File: config.mk
export PLATFORM = sky130hd
export DESIGN_NAME = rainbow_color_cycle
export DESIGN_NICKNAME = d
export VERILOG_FILES = /design/src/sv/rcc_pkg.sv /design/src/sv/rainbow_color_cycle.sv /design/src/sv/rcc_div.sv /design/src/sv/rcc_dp.sv /design/src/sv/rcc_ctrl.sv
export VERILOG_INCLUDE_DIRS = /design/src /design/src/sv
export SDC_FILE = /design/constraint.sdc
export NUM_CORES = 1
export LEC_CHECK = 0
export BUFFER_PORTS_ARGS = -buffer_cell sky130_fd_sc_hd__buf_4
export CORE_ASPECT_RATIO = 0.6
export CORE_MARGIN = 3
export CORE_UTILIZATION = 50
export DETAILED_ROUTE_END_ITERATION = 16
export PLACE_DENSITY = 0.68
export SETUP_SLACK_MARGIN = 0.5
export SLEW_MARGIN = 20
export SYNTH_ARGS = -nofsm -noshare
export SYNTH_HDL_FRONTEND = slang
export SYNTH_SLANG_ARGS = --single-unit
export TNS_END_PERCENT = 100
File: constraint.sdc
create_clock -name clk -period 6.91 [get_ports clk]
set_clock_uncertainty 0.1 [all_clocks]
set_input_delay 1.382 -clock clk [delete_from_list [all_inputs] [get_ports clk]]
set_output_delay 1.382 -clock clk [all_outputs]
set_load 0.01 [all_outputs]
File: src/sv/rainbow_color_cycle_defines.svh
// assertion macros for the colour cycle block
`ifndef RAINBOW_COLOR_CYCLE_DEFINES_SVH
`define RAINBOW_COLOR_CYCLE_DEFINES_SVH

`ifndef SYNTHESIS
`define RCC_ASSERT_SAME(lbl, ante, cons, msg) \
  lbl: assert property (@(posedge clk) disable iff (!rst_n) (ante) |-> (cons)) else $error(msg);
`define RCC_ASSERT_NEXT(lbl, ante, cons, msg) \
  lbl: assert property (@(posedge clk) disable iff (!rst_n) (ante) |=> (cons)) else $error(msg);
`else
`define RCC_ASSERT_SAME(lbl, ante, cons, msg)
`define RCC_ASSERT_NEXT(lbl, ante, cons, msg)
`endif

`endif

File: src/sv/rcc_pkg.sv
package rcc_pkg;

  localparam int CountW   = 11;
  localparam int FramesW  = 8;
  localparam int ChanW    = 8;
  localparam int DivNumW  = 16;
  localparam int StepW    = 4;
  localparam int SegW     = 3;

  localparam logic [FramesW-1:0] CycleFramesReset = 8'd16;
  localparam logic [ChanW-1:0]   LevelHi          = 8'hE0;
  localparam logic [ChanW-1:0]   LevelLo          = 8'h10;
  // hi minus lo, the full swing of a channel across one segment
  localparam logic [ChanW-1:0]   LevelSwing       = 8'd208;

  typedef struct packed {
    logic load_in;
    logic start_seg;
    logic latch_seg;
    logic start_blend;
    logic load_out;
  } rcc_cmd_t;

  typedef struct packed {
    logic div_done;
    logic out_free;
  } rcc_sts_t;

  // wheel entries: red, yellow, green, cyan, blue, purple, red
  function automatic logic [ChanW-1:0] wheel_level(input logic [SegW-1:0] idx,
                                                   input logic [1:0] ch);
    logic hi;
    begin
      hi = 1'b0;
      unique case (ch)
        2'd0: hi = (idx == 3'd0) || (idx == 3'd1) || (idx == 3'd5) || (idx == 3'd6);
        2'd1: hi = (idx == 3'd1) || (idx == 3'd2) || (idx == 3'd3);
        2'd2: hi = (idx == 3'd3) || (idx == 3'd4) || (idx == 3'd5);
        default: hi = 1'b0;
      endcase
      wheel_level = hi ? LevelHi : LevelLo;
    end
  endfunction

endpackage

File: src/sv/rainbow_color_cycle.sv
// channel | direction | payload
// in_     | request   | tdata[0] tick
// out_    | result    | tdata[7:0] red, [15:8] green, [23:16] blue
// cfg_    | write     | wr_data cycle_frames
//
// each request runs the shared 16-step serial divider twice (segment split, then blend),
// with the controller handing off through states SEG, DIV1, MUL, DIV2 and OUT in turn
// a new request is taken once the previous result sits in the output register
// a stalled result holds the controller in its final state until taken
// reset clears the frame count to zero and sets cycle_frames to 16
module rainbow_color_cycle
  import rcc_pkg::*;
(
  input  logic               clk,
  input  logic               rst_n,
  input  logic               in_tvalid,
  output logic               in_tready,
  input  logic [7:0]         in_tdata,    // [0] tick
  output logic               out_tvalid,
  input  logic               out_tready,
  output logic [23:0]        out_tdata,   // [7:0] red, [15:8] green, [23:16] blue
  input  logic               cfg_wr_en,
  input  logic [FramesW-1:0] cfg_wr_data
);

  rcc_cmd_t         cmd;
  rcc_sts_t         sts;
  logic [ChanW-1:0] red;
  logic [ChanW-1:0] green;
  logic [ChanW-1:0] blue;

  rcc_ctrl u_ctrl (
    .clk      (clk),
    .rst_n    (rst_n),
    .in_valid (in_tvalid),
    .in_ready (in_tready),
    .cmd      (cmd),
    .sts      (sts)
  );

  rcc_dp u_dp (
    .clk         (clk),
    .rst_n       (rst_n),
    .cmd         (cmd),
    .sts         (sts),
    .in_tick     (in_tdata[0]),
    .cfg_wr_en   (cfg_wr_en),
    .cfg_wr_data (cfg_wr_data),
    .out_ready   (out_tready),
    .out_valid   (out_tvalid),
    .out_red     (red),
    .out_green   (green),
    .out_blue    (blue)
  );

  assign out_tdata = {blue, green, red};

endmodule

File: src/sv/rcc_div.sv
module rcc_div
  import rcc_pkg::*;
(
  input  logic               clk,
  input  logic               rst_n,
  input  logic               start,
  input  logic [DivNumW-1:0] dividend,
  input  logic [FramesW-1:0] divisor,
  output logic               done,
  output logic [DivNumW-1:0] quo,
  output logic [FramesW-1:0] rem
);

  logic               busy_r, busy_nxt;
  logic               done_r, done_nxt;
  logic [StepW-1:0]   step_r, step_nxt;
  logic [DivNumW-1:0] quo_r, quo_nxt;
  logic [FramesW-1:0] rem_r, rem_nxt;
  logic [FramesW-1:0] div_r, div_nxt;
  logic [FramesW:0]   trial;
  logic               fits;

  // restoring division, one quotient bit a cycle
  assign trial = {rem_r, quo_r[DivNumW-1]};
  assign fits  = trial >= {1'b0, div_r};

  always_comb begin
    busy_nxt = busy_r;
    done_nxt = 1'b0;
    step_nxt = step_r;
    quo_nxt  = quo_r;
    rem_nxt  = rem_r;
    div_nxt  = div_r;
    if (start) begin
      busy_nxt = 1'b1;
      step_nxt = '0;
      quo_nxt  = dividend;
      rem_nxt  = '0;
      div_nxt  = divisor;
    end else if (busy_r) begin
      quo_nxt  = {quo_r[DivNumW-2:0], fits};
      rem_nxt  = fits ? FramesW'(trial - {1'b0, div_r}) : trial[FramesW-1:0];
      step_nxt = step_r + 1'b1;
      if (step_r == '1) begin
        busy_nxt = 1'b0;
        done_nxt = 1'b1;
      end
    end
  end

  always_ff @(posedge clk) begin
    if (!rst_n) begin
      busy_r <= 1'b0;
      done_r <= 1'b0;
      step_r <= '0;
    end else begin
      busy_r <= busy_nxt;
      done_r <= done_nxt;
      step_r <= step_nxt;
    end
  end

  always_ff @(posedge clk) begin
    quo_r <= quo_nxt;
    rem_r <= rem_nxt;
    div_r <= div_nxt;
  end

  assign done = done_r;
  assign quo  = quo_r;
  assign rem  = rem_r;

endmodule

File: src/sv/rcc_dp.sv
module rcc_dp
  import rcc_pkg::*;
(
  input  logic               clk,
  input  logic               rst_n,
  input  rcc_cmd_t           cmd,
  output rcc_sts_t           sts,
  input  logic               in_tick,
  input  logic               cfg_wr_en,
  input  logic [FramesW-1:0] cfg_wr_data,
  input  logic               out_ready,
  output logic               out_valid,
  output logic [ChanW-1:0]   out_red,
  output logic [ChanW-1:0]   out_green,
  output logic [ChanW-1:0]   out_blue
);

  logic [FramesW-1:0] cycle_frames_r;
  logic [CountW-1:0]  frame_count_r, frame_count_nxt;
  logic [SegW-1:0]    seg_r;
  logic [FramesW-1:0] off_r;
  logic               out_valid_r, out_valid_nxt;
  logic [ChanW-1:0]   red_r, green_r, blue_r;

  logic [FramesW-1:0] period;
  logic [CountW-1:0]  limit;
  logic [CountW-1:0]  count_inc;
  logic [CountW-1:0]  count_eff;
  logic               div_start;
  logic [DivNumW-1:0] div_num;
  logic               div_done;
  logic [DivNumW-1:0] div_quo;
  logic [FramesW-1:0] div_rem;
  logic [ChanW-1:0]   step_dn;
  logic [ChanW-1:0]   mix [3];

  assign period = (cycle_frames_r == '0) ? FramesW'(1) : cycle_frames_r;
  assign limit  = (CountW'(period) << 2) + (CountW'(period) << 1);

  assign count_inc = frame_count_r + 1'b1;
  always_comb begin
    frame_count_nxt = frame_count_r;
    if (cmd.load_in && in_tick) begin
      frame_count_nxt = (count_inc >= limit) ? '0 : count_inc;
    end
  end

  // a count left stale by a smaller period reports as count zero
  assign count_eff = (frame_count_r < limit) ? frame_count_r : '0;

  assign div_start = cmd.start_seg || cmd.start_blend;
  assign div_num   = cmd.start_seg ? DivNumW'(count_eff)
                                   : DivNumW'(off_r) * DivNumW'(LevelSwing);

  rcc_div u_div (
    .clk      (clk),
    .rst_n    (rst_n),
    .start    (div_start),
    .dividend (div_num),
    .divisor  (period),
    .done     (div_done),
    .quo      (div_quo),
    .rem      (div_rem)
  );

  // falling channel needs the ceiling of the swing fraction
  assign step_dn = div_quo[ChanW-1:0] + ChanW'(div_rem != '0);

  always_comb begin
    logic [ChanW-1:0] a;
    logic [ChanW-1:0] b;
    for (int c = 0; c < 3; c++) begin
      a = wheel_level(seg_r, 2'(c));
      b = wheel_level(seg_r + 1'b1, 2'(c));
      if (a == b) begin
        mix[c] = a;
      end else if (b > a) begin
        mix[c] = a + div_quo[ChanW-1:0];
      end else begin
        mix[c] = a - step_dn;
      end
    end
  end

  always_comb begin
    out_valid_nxt = out_valid_r;
    if (cmd.load_out) begin
      out_valid_nxt = 1'b1;
    end else if (out_ready) begin
      out_valid_nxt = 1'b0;
    end
  end

  always_ff @(posedge clk) begin
    if (!rst_n) begin
      cycle_frames_r <= CycleFramesReset;
      frame_count_r  <= '0;
      out_valid_r    <= 1'b0;
    end else begin
      if (cfg_wr_en) begin
        cycle_frames_r <= cfg_wr_data;
      end
      frame_count_r <= frame_count_nxt;
      out_valid_r   <= out_valid_nxt;
    end
  end

  always_ff @(posedge clk) begin
    if (cmd.latch_seg) begin
      seg_r <= div_quo[SegW-1:0];
      off_r <= div_rem;
    end
    if (cmd.load_out) begin
      red_r   <= mix[0];
      green_r <= mix[1];
      blue_r  <= mix[2];
    end
  end

  assign sts.div_done = div_done;
  assign sts.out_free = !out_valid_r || out_ready;
  assign out_valid    = out_valid_r;
  assign out_red      = red_r;
  assign out_green    = green_r;
  assign out_blue     = blue_r;

endmodule

File: src/sv/rcc_ctrl.sv
`include "rainbow_color_cycle_defines.svh"

module rcc_ctrl
  import rcc_pkg::*;
(
  input  logic     clk,
  input  logic     rst_n,
  input  logic     in_valid,
  output logic     in_ready,
  output rcc_cmd_t cmd,
  input  rcc_sts_t sts
);

  localparam logic [2:0] S_IDLE = 3'd0;
  localparam logic [2:0] S_SEG  = 3'd1;
  localparam logic [2:0] S_DIV1 = 3'd2;
  localparam logic [2:0] S_MUL  = 3'd3;
  localparam logic [2:0] S_DIV2 = 3'd4;
  localparam logic [2:0] S_OUT  = 3'd5;

  logic [2:0] state_r, state_nxt;

  assign in_ready = (state_r == S_IDLE);

  always_comb begin
    state_nxt = state_r;
    cmd       = '0;
    unique case (state_r)
      S_IDLE: begin
        if (in_valid) begin
          cmd.load_in = 1'b1;
          state_nxt   = S_SEG;
        end
      end
      S_SEG: begin
        cmd.start_seg = 1'b1;
        state_nxt     = S_DIV1;
      end
      S_DIV1: begin
        if (sts.div_done) begin
          cmd.latch_seg = 1'b1;
          state_nxt     = S_MUL;
        end
      end
      S_MUL: begin
        cmd.start_blend = 1'b1;
        state_nxt       = S_DIV2;
      end
      S_DIV2: begin
        if (sts.div_done) begin
          state_nxt = S_OUT;
        end
      end
      S_OUT: begin
        if (sts.out_free) begin
          cmd.load_out = 1'b1;
          state_nxt    = S_IDLE;
        end
      end
      default: state_nxt = S_IDLE;
    endcase
  end

  always_ff @(posedge clk) begin
    if (!rst_n) begin
      state_r <= S_IDLE;
    end else begin
      state_r <= state_nxt;
    end
  end

  `RCC_ASSERT_SAME(a_load_out_free, cmd.load_out, sts.out_free, "result loaded over a waiting one")
  `RCC_ASSERT_NEXT(a_start_busy, cmd.start_seg || cmd.start_blend, !sts.div_done, "divider done too early")
  `RCC_ASSERT_NEXT(a_blend_to_out, (state_r == S_DIV2) && sts.div_done, state_r == S_OUT, "blend result lost")

endmodule

==> reports/qor.yml, run 1 <==
status:
  status: "complete, no violations"
cells_and_area:
  share_of_cells_above_drive_strength_1: 0.120
  layout_common_cells: "74 x ha_1, 66 x inv_1, 59 x edfxtp_1"
  fin_cells: 920
  nFillCells: 1113
  finish.net_count: 847
  antenna_cells: 0
  synthToLayoutAreaGrowth_pct: 11.1
  seqCellArea_um2: 2510
  final_cell_area_um2: 7590
  final_common_cell: "ha_1"
  post_layout_util: 0.580
  total_area_of_multi_input_combinational_cells_um2: 3970
placed_design:
  globalplace.congestion: 0.892
  count_of_port_buffers_added_during_placement: 39
  place_inst: 904
  detailed_place_hpwl_um: 11700
  detailed_place.area_um2: 7280
detailed_routing:
  dr.pass1.iters: 5
  vias_per_cell: 5.74
  drt_iter0_markers: 426
  detail_route.wl_per_cell_um: 16.5
  drcViolationCount: 0
  dr_total_vias: 5277
  antenna_violating_nets_post_route: 0
  route.final.wire_length_um: 15200
timing:
  timing_max_transition_violations_final: 0
  rsz_0062_raised_after_global_routing: "false"
  count_of_final_setup_violators: 0
  timing.final.crit_period_ns: 4.65
  finalHoldViolations: 0
  sum_of_negative_setup_slack_ns: 0
  achievable-frequency_mhz: 215
  maxSlewHeadroom: 0.399
  tightestPinTransition_ns: 0.902
  min_period_over_period: 0.673
setup_path:
  cp.required_ns: 7.02
  cp_top_family: "compound AO/OA/AOI/OAI gates"
  critPathBufInv: 1
  path_class: "flip-flop to flip-flop"
  path_max_fanout: 10
  critPathArrivalTime_ns: 4.76
  timing.critical_path.cells: "inv_1 > ha_1 > nand3_1 > nand2b_1 > nand2_1 > fa_1 > nor2b_1 > o21ai_0 > nand2b_1 > xnor2_1 > ha_1 > nand4_1 > nor2_1 > a221o_1 > o311a_2 > a311o_1 > maj3_1 > a21boi_2 > a31o_2"
  timing.critical_path.to_type: "flip-flop"
  crit_path_slowest_cell: "fa_1"
  worst_path_largest_cell_delay_ns: 0.44
  regToRegSetupSlack_ns: 2.26
  startpoint_type: "flip-flop"
yosys:
  async_reset_ff_frac: 0
  syn-num-nets: 820
  synth.lib_cells_used.distinct: 61
  synth-seq-cells: 96
  syn_inst: 718
  synth_flop_cell: "edfxtp_1"
  synth_area_um2: 6840
  yosysWarningCount: 0
  synth.yosys.seq_area_share: 0.367
  synth_edf_count: 59
  synthesis.area_per_instance_um2: 9.52
global_routing:
  wire_length_of_the_first_global_routing_pass_um: 25500
  grt_remaining_overflow: 0
  grt_start_max_net_pins: 30
  grt_use_total: 0.212
  grt_antenna_before_repair: 0
  grt_pass1_vias: 5123
power_and_ir_drop:
  power_density_nw_per_um2: 249
  p_leak_uw: 0.00332
  post-layout-total-power_uw: 1890
  worst_ir_drop_vdd_v: 0.000125
clocking:
  clock_sinks: 96
  post-cts-setup-buffers: 0
  post_cts_hold_buffers: 0
  cts_resizes: 0
  clk_pin_slew_ns: 0.07
  tritoncts.num_buffers: 9
  tritoncts: "yes"
  clock_tree.root_cell: "clkbuf_16"
  clkLatencyLatePin_ns: 0.35
  cts.path.max_buffers: 2
  ctsHtreeMaxLevel: 3
hold_path:
  timing.hold.worst.class: "flip-flop to flip-flop"
die:
  io_pins: 47
  chipWidth_um: 157
  chip_height_um: 96.6
  floorplan.initialDensity: 0.522
  num_rows: 32
  dieArea_um2: 15200
  fp.coreArea_um2: 13100
run:
  cap_viol_max_count: 0
==> per-layer routing <==
| layer | global-route usage | wire [um] | up-vias |
|---|---|---|---|
| met2 | 0.322 | 6500 | 144 |
| met4 | 0.0532 | 200 | 0 |
| met1 | 0.307 | 7550 | 2514 |
| li1 | - | - | 2597 |
| met3 | 0.0467 | 930 | 22 |
| met5 | 0 | 0 | - |
==> cell type report <==
| type | instances | share of cell area |
|---|---|---|
| Clock buffer | 11 | 0.0334 |
| Clock inverter | 5 | 0.00807 |
| Inverter | 67 | 0.0331 |
| Multi-Input combinational cell | 527 | 0.523 |
| Sequential cell | 96 | 0.331 |
| Tap cell | 170 | 0.0280 |
| Timing Repair Buffer | 44 | 0.0435 |
==> synth_stat cells, drive strengths merged (8+ instances only) <==
cell    instances  area [um2]
ha             74         926
inv            66         248
edfxtp         59        1770
a21oi          47         235
nor2           46         173
nand2          45         169
o21ai          40         230
dfxtp          37         741
xnor2          33         289
xor2           28         245
mux2i          26         260
clkbuf         22        82.6
nand3          17        85.1
nor2b          15        93.8
a21o           12        90.1
and2           11        71.3
nor3           10        50.1
o21a           10        75.1
a221o           9        93.8
nand2b          9        56.3
nand4           8        50.1
==> registers in the layout, summed over array words and instances, names as in the netlist <==
signal	cells
u_dp.u_div.busy_r	1
u_dp.off_r	8
u_dp.out_valid	1
u_ctrl.state_r	3
u_dp.seg_r	3
u_dp.out_green	8
u_dp.u_div.quo	16
u_dp.cycle_frames_r	8
u_dp.u_div.step_r	4
u_dp.out_blue	8
u_dp.u_div.done	1
u_dp.frame_count_r	11
u_dp.u_div.rem	8
u_dp.out_red	8
u_dp.u_div.div_r	8
==> where the power goes <==
part | leakage, uW | switching, uW | internal (uW)
sequential | 0.000850 | 70.0 | 679
clock | 0.000156 | 224 | 306
combinational | 0.00231 | 333 | 275
total | 0.00332 | 627 | 1260
==> path summary, 6_finish.rpt <==
| check | start | to | depth (start not counted) |
|---|---|---|---|
| hold reg to reg | u_dp.u_div.step_r[3] | u_dp.u_div.done | 2 |
| setup / recovery | u_dp.cycle_frames_r[6] | u_dp.u_div.quo[10] | 19 |
| setup reg to reg | u_dp.cycle_frames_r[6] | u_dp.u_div.quo[10] | 19 |
| hold / removal | u_dp.u_div.step_r[3] | u_dp.u_div.done | 2 |
==> logic make-up after synthesis <==
| logic type | after synthesis | synth area share |
|---|---|---|
| multiplexers | 27 | 0.0397 |
| flip-flops | 96 | 0.367 |
| adder cells (fa/ha/maj) | 83 | 0.159 |
| AO/OA/AOI/OAI | 162 | 0.160 |
| XOR/XNOR | 61 | 0.0781 |
| buffers and inverters | 95 | 0.0529 |
| AND/OR/NAND/NOR | 194 | 0.142 |
==> metrics by stage <==
stage                     setup slack, ns  hold WS (ns)
after detailed placement             2.28         0.367
after global routing                 1.97         0.428
after global placement               2.39         0.359
after CTS                            2.24         0.380
final                                2.26         0.383
after floorplan                      2.84         0.348
==> worst reg2reg max path: stages, from the launching register on <==
cell and delay [ns]:
dfxtp_1 0.38, inv_1 0.09, ha_1 0.23, nand3_1 0.10, nand2b_1 0.21, nand2_1 0.13
fa_1 0.44, nor2b_1 0.12, o21ai_0 0.09, nand2b_1 0.13, xnor2_1 0.17, ha_1 0.30
nand4_1 0.10, nor2_1 0.05, a221o_1 0.36, o311a_2 0.13, a311o_1 0.34, maj3_1 0.35
a21boi_2 0.43, a31o_2 0.25
Note: power is estimated with default switching activity, not from simulation.
==> run 2, diff against run 1 <==
==> constraint.sdc (replaced) <==
create_clock -name clk -period 4.4 [get_ports clk]
set_clock_uncertainty 0.1 [all_clocks]
set_input_delay 0.88 -clock clk [delete_from_list [all_inputs] [get_ports clk]]
set_output_delay 0.88 -clock clk [all_outputs]
set_load 0.01 [all_outputs]
==> reports/qor.yml, run 2 (synthesis results as in run 1) <==
die:
  floorplan.initialDensity: 0.522  # unchanged
  dieArea_um2: 15200  # unchanged
  io_pins: 47  # unchanged
  chip_height_um: 96.6  # unchanged
  fp.coreArea_um2: 13100  # unchanged
  chipWidth_um: 157  # unchanged
  num_rows: 32  # unchanged
clocking:
  clock_tree.root_cell: "clkbuf_16"
  clock_sinks: 96  # unchanged
  ctsHtreeMaxLevel: 3  # unchanged
  clk_pin_slew_ns: 0.07  # about the same
  cts.path.max_buffers: 2  # unchanged
  clkLatencyLatePin_ns: 0.34  # about the same
  tritoncts: "yes"
  tritoncts.num_buffers: 9  # unchanged
timing:
  rsz_0062_raised_after_global_routing: "true"
  timing.final.crit_period_ns: 4.12  # -0.530 ns
  achievable-frequency_mhz: 243  # +13%
  tightestPinTransition_ns: 0.823  # -0.0785 ns
  hold_ws_ns: 0.396  # +0.0136 ns
  timing_max_transition_violations_final: 0  # unchanged
  post-route-worst-setup-slack_ns: 0.282  # -1.98 ns
  count_of_final_setup_violators: 0  # unchanged
  sum_of_negative_setup_slack_ns: 0  # unchanged
  maxSlewHeadroom: 0.451  # +0.0524
  min_period_over_period: 0.936  # +0.263
  finalHoldViolations: 0  # unchanged
cells_and_area:
  synthToLayoutAreaGrowth_pct: 15.2
  final_common_cell: "ha_1"
  finish.net_count: 865  # +2.1%
  final_cell_area_um2: 7880  # +3.7%
  antenna_cells: 0  # unchanged
  max_reg_flops: 16  # unchanged
  nFillCells: 1063  # -4.5%
  share_of_cells_above_drive_strength_1: 0.186  # +0.0662
  fin_cells: 938  # +2.0%
  layout_common_cells: "64 x ha_1, 61 x buf_4, 60 x inv_1"
placed_design:
  detailed_place.area_um2: 7370  # +1.2%
  place_inst: 905  # +0.11%
  place_worst_setup_slack_ns: 0.0868  # -2.20 ns
  globalplace.congestion: 0.897  # +0.56%
  count_of_port_buffers_added_during_placement: 39  # unchanged
  detailed_place_hpwl_um: 12000  # +2.3%
detailed_routing:
  dr_total_vias: 5341  # +1.2%
  route.final.wire_length_um: 15900  # +4.9%
  drcViolationCount: 0  # unchanged
  vias_per_cell: 5.69  # -0.73%
  drt_iter0_markers: 322  # -24%
  dr.pass1.iters: 4  # -1
  detail_route.wl_per_cell_um: 17.0  # +2.9%
  antenna_violating_nets_post_route: 0  # unchanged
setup_path:
  critPathBufInv: 2  # +1
  worst_path_largest_cell_delay_ns: 0.55  # +0.11 ns
  crit-reg2reg-launch: "u_dp.cycle_frames_r[6]"
  cp_common_cell: "ha_4"
  crit_path_end: "u_dp.frame_count_r[8]"
  regToRegSetupSlack_ns: 0.28  # -1.98 ns
  startpoint: "u_dp.cycle_frames_r[6]"
  timing.critical_path.cells: "inv_2 > ha_4 > nand3_2 > nand2b_4 > nand2_4 > inv_4 > ha_4 > nand4_1 > and2_4 > xor2_2 > ha_2 > or4_4 > o22a_1 > o311a_1 > or3_1 > maj3_2 > a2111o_4 > o21ai_2"
  path_class: "flip-flop to flip-flop"
  rr_endpoint: "u_dp.frame_count_r[8]"
  startpoint_type: "flip-flop"
  cp.required_ns: 4.57  # -2.45 ns
  critPathArrivalTime_ns: 4.29  # -0.47 ns
  worstSetupPathDepth: 18  # -1
  timing.critical_path.to_type: "flip-flop"
  path_max_fanout: 8  # -2
  crit_path_slowest_cell: "a2111o_4"
  cp_top_family: "simple AND/OR/NAND/NOR gates"
  r2r.worst_path.cells: 18  # -1
status:
  status: "complete, no violations"
power_and_ir_drop:
  power_density_nw_per_um2: 370  # +49%
  p_leak_uw: 0.00341  # +2.8%
  worst_ir_drop_vdd_v: 0.000172  # +38%
global_routing:
  grt_use_total: 0.214  # +0.00242
  grt_antenna_before_repair: 0  # unchanged
  wire_length_of_the_first_global_routing_pass_um: 25700  # +0.86%
  grt_pass1_vias: 5137  # +0.27%
  grt_start_max_net_pins: 30  # unchanged
  grt_remaining_overflow: 0  # unchanged
run:
  cap_viol_max_count: 0  # unchanged
hold_path:
  timing.hold.worst.class: "flip-flop to flip-flop"
run 2: cell count changes in the layout (fill, tap and decap cells not counted), moves of 6 or more:
cell	change
inv_1	-6
ha_1	-10
buf_4	+17
dfxtp_1	-6
ha_4	+6
run 2: timing repair:
item                                    4_1_cts  5_1_grt
pin swaps                                    13       10
cloned                                        0        0
hold buffers                                  0        0
buffers inserted                             13        4
endpoints found under the setup margin       21       24
gates resized for setup                      10       12
run 2: worst register-to-register path, stage by stage (launching register included):
cell      delay [ns]
dfxtp_2         0.33
inv_2           0.08
ha_4            0.14
nand3_2         0.08
nand2b_4        0.17
nand2_4         0.09
inv_4           0.04
ha_4            0.24
nand4_1         0.12
and2_4          0.19
xor2_2          0.15
ha_2            0.18
or4_4           0.50
o22a_1          0.18
o311a_1         0.11
or3_1           0.32
maj3_2          0.34
a2111o_4        0.55
o21ai_2         0.15
run 2: power breakdown:
group          total, uW  internal, uW  switching [uW]  leakage [uW]
clock network        730           383             347      0.000135
logic               1000           462             541       0.00242
registers           1180          1070             112      0.000852
run 2: routing by layer:
| metal | global-route usage | vias to the layer above | wire [um] |
|---|---|---|---|
| li1 | - | 2627 | - |
| met1 | 0.305 | 2577 | 7860 |
| met2 | 0.336 | 124 | 7010 |
| met3 | 0.0534 | 13 | 959 |
| met4 | 0.0371 | 0 | 96 |
| met5 | 0 | - | 0 |
run 2: layout make-up:
cell class	count	area [um2]	area share
multi-input cells	527	4130	0.524
flip-flops and latches	96	2520	0.321
repair buffers	62	478	0.0607
inverters	67	256	0.0326
clock buffers	9	225	0.0286
well taps	170	213	0.0270
clock inverters	7	48.8	0.00620
run 2: how the worst min path moves through the flow:
stage / start / end / slack, ns / depth (start not counted)
floorplan: u_dp.u_div.step_r[3] / u_dp.u_div.done / 0.35 / 2
finish: u_dp.u_div.step_r[2] / u_dp.u_div.done / 0.40 / 2
global placement: u_dp.u_div.step_r[3] / u_dp.u_div.done / 0.36 / 2
CTS: u_dp.u_div.step_r[3] / u_dp.u_div.done / 0.39 / 2
detailed placement: u_dp.u_div.step_r[3] / u_dp.u_div.done / 0.38 / 2
global route: u_dp.u_div.step_r[3] / u_dp.u_div.done / 0.42 / 2
run 2: per-stage QoR:
stage	total power (uW)	utilization
floorplan	1900	-
global placement	2100	0.563
detailed placement	2140	0.563
CTS	2900	0.596
global route	3080	0.602
finish	2910	0.602
